--- src/sv/backward_lzss_decompressor_macros.svh ---
// Assertion macros shared by the backward LZSS decompressor modules.
`ifndef BACKWARD_LZSS_DECOMPRESSOR_MACROS_SVH
`define BACKWARD_LZSS_DECOMPRESSOR_MACROS_SVH

// Same-cycle implication, checked outside reset.
`define BLZD_ASSERT_IMPLY(label, clk, rst_n, ante, cons, msg) \
    label: assert property (@(posedge clk) disable iff (!rst_n) (ante) |-> (cons)) \
        else $error(msg);

// Next-cycle implication, checked outside reset.
`define BLZD_ASSERT_NEXT(label, clk, rst_n, ante, cons, msg) \
    label: assert property (@(posedge clk) disable iff (!rst_n) (ante) |=> (cons)) \
        else $error(msg);

`endif

--- src/sv/blzd_pkg.sv ---
// Shared constants, codes and controller/datapath interface types of the decompressor.
package blzd_pkg;

    localparam int POS_W            = 24;
    localparam int BYTE_W           = 8;
    localparam int CFG_IDX_W        = 2;
    localparam int LEN_W            = 5;
    localparam int OFF_W            = 13;
    localparam int FLAGS_LEFT_W     = 4;
    localparam int FLAG_COUNT       = 8;
    localparam int LEN_BASE         = 3;
    localparam int OFF_BASE         = 2;
    localparam int PAIR_MIN_POS     = 2;
    localparam int WINDOW_DEPTH_DEF = 8192;
    localparam int TDATA_W          = 32;
    localparam int TUSER_W          = 2;

    localparam logic [CFG_IDX_W-1:0] CFG_START = 2'd0;
    localparam logic [CFG_IDX_W-1:0] CFG_STOP  = 2'd1;
    localparam logic [CFG_IDX_W-1:0] CFG_SIZE  = 2'd2;

    typedef enum logic [2:0] {
        OUT_NONE,
        OUT_COPY,
        OUT_PEND,
        OUT_DONE,
        OUT_ERR
    } t_out_sel;

    typedef struct packed {
        logic     capture;
        logic     op_ctrl;
        logic     op_lit;
        logic     op_high;
        logic     op_low;
        logic     rd_issue;
        logic     copy_wr;
        logic     settle_clear;
        t_out_sel push;
        logic     push_done;
    } t_dp_cmd;

    typedef struct packed {
        logic restart;
        logic out_free;
        logic rp_le_stop;
        logic rp_lt2;
        logic wp_zero;
        logic fl_zero;
        logic flag_msb;
        logic low_fail;
        logic cnt_last;
    } t_dp_status;

endpackage

--- src/sv/blzd_ctrl.sv ---
// Decoding sequencer: stream phase, step sequencing and result ordering.
`include "backward_lzss_decompressor_macros.svh"

module blzd_ctrl (
    input  logic                 i_clk,
    input  logic                 i_rst_n,
    input  blzd_pkg::t_dp_status i_status,
    output blzd_pkg::t_dp_cmd    o_cmd,
    input  logic                 i_in_valid,
    output logic                 o_in_ready
);

    typedef enum logic [2:0] {
        S_WAIT,
        S_EXEC,
        S_CRD,
        S_CWR,
        S_SETTLE
    } t_state;

    typedef enum logic [1:0] {
        PH_CONTROL,
        PH_LITERAL,
        PH_HIGH,
        PH_LOW
    } t_phase;

    t_state r_state, n_state;
    t_phase r_phase, n_phase;
    logic   r_finished, n_finished;
    logic   r_has_pend, n_has_pend;
    logic   w_cont;
    logic   w_end;

    // Another flag of the current control byte can be decoded.
    assign w_cont = !i_status.fl_zero && !i_status.rp_le_stop && !i_status.wp_zero;
    assign w_end  = !w_cont && i_status.rp_le_stop;

    always_comb begin
        n_state    = r_state;
        n_phase    = r_phase;
        n_finished = r_finished;
        n_has_pend = r_has_pend;
        o_cmd      = '0;
        o_cmd.push = blzd_pkg::OUT_NONE;
        o_in_ready = 1'b0;

        unique case (r_state)
            S_WAIT: begin
                o_in_ready = 1'b1;
            end
            S_EXEC: begin
                if (r_finished) begin
                    o_in_ready = 1'b1;
                    n_state    = S_WAIT;
                end else begin
                    unique case (r_phase)
                        PH_CONTROL: begin
                            if (i_status.rp_le_stop) begin
                                if (i_status.out_free) begin
                                    o_cmd.push = blzd_pkg::OUT_DONE;
                                    n_finished = 1'b1;
                                    n_state    = S_WAIT;
                                end
                            end else begin
                                o_cmd.op_ctrl = 1'b1;
                                n_state       = S_SETTLE;
                            end
                        end
                        PH_LITERAL: begin
                            o_cmd.op_lit = 1'b1;
                            n_has_pend   = 1'b1;
                            n_state      = S_SETTLE;
                        end
                        PH_HIGH: begin
                            if (i_status.rp_lt2) begin
                                if (i_status.out_free) begin
                                    o_cmd.push = blzd_pkg::OUT_ERR;
                                    n_finished = 1'b1;
                                    n_state    = S_WAIT;
                                end
                            end else begin
                                o_cmd.op_high = 1'b1;
                                n_phase       = PH_LOW;
                                o_in_ready    = 1'b1;
                                n_state       = S_WAIT;
                            end
                        end
                        PH_LOW: begin
                            if (i_status.low_fail) begin
                                if (i_status.out_free) begin
                                    o_cmd.push = blzd_pkg::OUT_ERR;
                                    n_finished = 1'b1;
                                    n_state    = S_WAIT;
                                end
                            end else begin
                                o_cmd.op_low = 1'b1;
                                n_state      = S_CRD;
                            end
                        end
                        default: begin
                            n_phase = PH_CONTROL;
                        end
                    endcase
                end
            end
            S_CRD: begin
                o_cmd.rd_issue = 1'b1;
                n_state        = S_CWR;
            end
            S_CWR: begin
                // The last copied byte waits in the pending register until the
                // end-of-stream decision is known.
                if (i_status.cnt_last) begin
                    o_cmd.copy_wr = 1'b1;
                    n_has_pend    = 1'b1;
                    n_state       = S_SETTLE;
                end else if (i_status.out_free) begin
                    o_cmd.copy_wr  = 1'b1;
                    o_cmd.push     = blzd_pkg::OUT_COPY;
                    o_cmd.rd_issue = 1'b1;
                end
            end
            S_SETTLE: begin
                if (!((r_has_pend || w_end) && !i_status.out_free)) begin
                    if (w_cont) begin
                        n_phase = i_status.flag_msb ? PH_HIGH : PH_LITERAL;
                    end else begin
                        o_cmd.settle_clear = 1'b1;
                        n_phase            = PH_CONTROL;
                    end
                    if (w_end) begin
                        n_finished = 1'b1;
                    end
                    if (r_has_pend) begin
                        o_cmd.push      = blzd_pkg::OUT_PEND;
                        o_cmd.push_done = w_end;
                    end else if (w_end) begin
                        o_cmd.push = blzd_pkg::OUT_DONE;
                    end
                    n_has_pend = 1'b0;
                    o_in_ready = 1'b1;
                    n_state    = S_WAIT;
                end
            end
            default: begin
                n_state = S_WAIT;
            end
        endcase

        if (o_in_ready && i_in_valid) begin
            o_cmd.capture = 1'b1;
            n_state       = S_EXEC;
        end

        if (i_status.restart) begin
            n_state    = S_WAIT;
            n_phase    = PH_CONTROL;
            n_finished = 1'b0;
            n_has_pend = 1'b0;
        end
    end

    always_ff @(posedge i_clk) begin
        if (!i_rst_n) begin
            r_state    <= S_WAIT;
            r_phase    <= PH_CONTROL;
            r_finished <= 1'b0;
            r_has_pend <= 1'b0;
        end else begin
            r_state    <= n_state;
            r_phase    <= n_phase;
            r_finished <= n_finished;
            r_has_pend <= n_has_pend;
        end
    end

    `BLZD_ASSERT_IMPLY(a_quiet_after_end, i_clk, i_rst_n, r_finished, o_cmd.push == blzd_pkg::OUT_NONE, "result issued after end of stream")
    `BLZD_ASSERT_NEXT(a_end_marks_finished, i_clk, i_rst_n, (o_cmd.push == blzd_pkg::OUT_DONE || o_cmd.push == blzd_pkg::OUT_ERR) && !i_status.restart, r_finished, "final result did not close the stream")

endmodule

--- config.mk ---
export PLATFORM = sky130hd
export DESIGN_NAME = blzd_ctrl
export DESIGN_NICKNAME = d
export VERILOG_FILES = /design/src/sv/blzd_pkg.sv /design/src/sv/blzd_ctrl.sv
export VERILOG_INCLUDE_DIRS = /design/src /design/src/sv
export SDC_FILE = /design/constraint.sdc
export NUM_CORES = 1
export LEC_CHECK = 0
export BUFFER_PORTS_ARGS = -buffer_cell sky130_fd_sc_hd__buf_2
export CAP_MARGIN = 20
export CORE_UTILIZATION = 42
export CTS_CLUSTER_SIZE = 25
export DETAILED_ROUTE_END_ITERATION = 8
export MAX_ROUTING_LAYER = met4
export PLACE_DENSITY_LB_ADDON = 0.08
export SYNTH_ARGS = -nofsm -noshare
export SYNTH_HDL_FRONTEND = slang
export SYNTH_SLANG_ARGS = --single-unit
--- constraint.sdc ---
create_clock -name i_clk -period 1.6 [get_ports i_clk]
set_input_delay 0.24 -clock i_clk [delete_from_list [all_inputs] [get_ports i_clk]]
set_output_delay 0.24 -clock i_clk [all_outputs]
set_load 0.03 [all_outputs]
==> impl_results.md <==
* Post-Synthesis Cells at 90
* Post-synth top area cell: dfxtp_1
* CTS Buf Count at 3
* Setup ws final at -0.327 ns
* Synth cell count leaders: 11 x nor2_1, 7 x dfxtp_1, 7 x nand2_1
* Cell Area, Synth at 657 µm²
* Post-synth ARST share at 0%
* Drt wl/cell at 19.5 µm
* Vias per cell at around 6.4
* Worst-Skew Late Latency at 0.25 ns
* GP Congestion at approximately 0.87
* Max-slew violations at 0
* Clock Skew at 0.000864 ns
* Clock transition at path regs at 0.05 ns
* Vias in the first global route at 912
* Final hold vios at 0
* Netlist cell types at 38
* Post-Syn Nets at 102
* Num rows at 13
* Top fanout value on the critical path at 2
* CP bufs+invs at 1
* Critical-path top delay cell: or4b_4
* # diodes at 0
* Share of the synthesized area in the top cell type at 21.3%
* Die area at 1730 µm²
* First-pass GRT wire length at roughly 4.3 mm
* Worst Max-Slew Pin Slew at around 0.38 ns
* RSZ-0062 raised after global routing: yes
* Crit Path Class: reg -> out
* Worst setup SP type: flop
* CP max stage delay at 0.56 ns
* Area of the multi-input gates at 604 µm²
* Total core area at about 1400 µm²
* Initial Util at between 40% and 50%
* HP Class: in -> reg
* Failing checks: negative setup slack
* Leak at 0.000536 µW
* ANT nets after route at 0
* Final wirelength at just over 3 mm
* Final Util at 89.7%
* Status: finished, violations left
* Area growth from synthesis to layout at 88.8%
* Total global routing overflow at 0
* Pwr dens at 376 nW/µm²
* Post-route cell area at 1240 µm²
* Die height at a little over 40 µm
* Post-synthesis sequential area ratio at 21.3%
* VDD IR-drop max at around 600 µV
* Period minus WS final at 1.93 ns
* Yosys reg bits at 7
* Fillers at 63
* Global-route usage over all layers at 32.6%
* DRC errors left at 0
* Crit. End Element: output pin
* DR pass1 iterations at 4
* Crit-path leading delay family: simple AND/OR/NAND/NOR gates
* Crit path required time at 1.36 ns
* H-tree levels at 1
* Total negative slack at -2.74 ns
* Finish-stage setup viols at 14
* Slew margin rel. at 74.5%
* Arrival time at the worst endpoint at 1.69 ns
* IO Count at 25
* Synth area leaders: dfxtp_1 21%, nor2_1 6.3%, nor3_1 4.6%
* Avg Inst Size Synth at 7.30 µm²
* Achievable clock frequency at around 520 MHz
* Initial antenna violation count at 0
* Ys flop type: dfxtp_1
* Sequential cell area at ~150 µm²
* Yosys warns at 0
* Largest net degree at the start of global routing at 11
* CTS max path bufs at 2
* Share of cells above drive strength 1 at 59.6%
* CTS root buf: clkbuf_4
* NumNets Final at 154
* Vias post-DR at 1001
* Number of synthesized flops with an enable pin at 0
* Detailed Route Iter0 Violations at 69
* Hold-fix buffers, CTS at 0
* R2R Setup Slk at -0.23 ns
* Chip Width at 41.5 µm
* HPWL Detailed at 1.57 mm
* Cell with the most instances after synthesis: nor2_1
* PortBufs at 24
* TritonCTS clock tree: built
* Cell Chain, Critical Path: or4b_4 > nor3_4 > o21ai_1 > a21boi_2 > buf_6
* CTS sink count at 7
* Max_cap viols at 0
* Final period util at 120%
* Placed cell areas at between 900 and 1000 µm²
==> cell type report <==
cell class / instances / area share [%]
clock buffer: 4 / 2.12
inverter: 3 / 0.908
multi-input combinational: 73 / 48.7
sequential: 7 / 12.0
tap: 15 / 1.51
timing repair buffer: 54 / 34.7
==> registers in the layout, indices dropped and copies added (netlist names) <==
name        flops
r_has_pend      1
r_state         3
r_phase         2
r_finished      1
==> placed cells by master (no fill, tap or decap), types with 3 or more instances in the layout <==
master,instances
o21bai_1,4
nor3_1,4
clkbuf_4,4
inv_1,3
buf_6,14
nor2_4,3
nand2_1,6
o21ai_1,3
buf_2,11
buf_4,28
nor2_1,6
dfxtp_1,4
nor3_4,3
==> timing repair <==
| action | in CTS | in global routing |
|---|---|---|
| gates resized for setup | 44 | 10 |
| setup endpoints to repair | 16 | 18 |
| pin swaps | 11 | 7 |
| setup buffers | 6 | 0 |
==> worst reg2reg max path, cell delays in order, from the launching register on <==
cell,delay (ns)
dfxtp_4,0.36
buf_6,0.12
or3b_4,0.37
o22a_1,0.22
or4_1,0.50
o211a_1,0.15
==> metal layers <==
metal	up-vias	wire length, µm	GRT usage, %	part of all wire (%)
met4	0	76	8.39	2.5
met5	-	0	-	0
met1	476	1200	42.6	39
met2	81	1500	53.1	49
li1	433	-	-	-
met3	11	258	3.91	8.5
==> final timing paths <==
path | from | to | depth (start not counted)
max | r_state[1] | o_cmd[2] | 5
min | i_status[2] | r_phase[1] | 3
max reg2reg | r_state[2] | r_phase[0] | 5
min reg2reg | r_phase[1] | r_phase[1] | 3
==> stage by stage <==
step	worst slack, ns	cells	hold WS (ns)	total power, µW
3_5_place_dp	-0.105	146	0.526	285
6_report	-0.327	156	0.258	466
3_3_place_gp	-0.0949	146	0.526	283
5_1_grt	-0.389	156	0.281	480
2_1_floorplan	-0.251	90	0.394	238
4_1_cts	-0.304	156	0.263	455
==> cells by family after synthesis <==
group	share of synthesized area [%]
AOI/OAI and AO/OA	27.8
buffers and inverters	8.00
DFF	21.3
muxes	1.71
and+or+nand+nor	41.1
==> report_power, final <==
| part | internal [µW] | switching (µW) | total, µW |
|---|---|---|---|
| Clock | 95.3 | 66.6 | 162 |
| Combinational | 59.3 | 70.7 | 130 |
| Sequential | 173 | 1.41 | 174 |
| Total | 327 | 139 | 466 |
Power figures use the tool's default switching activity.
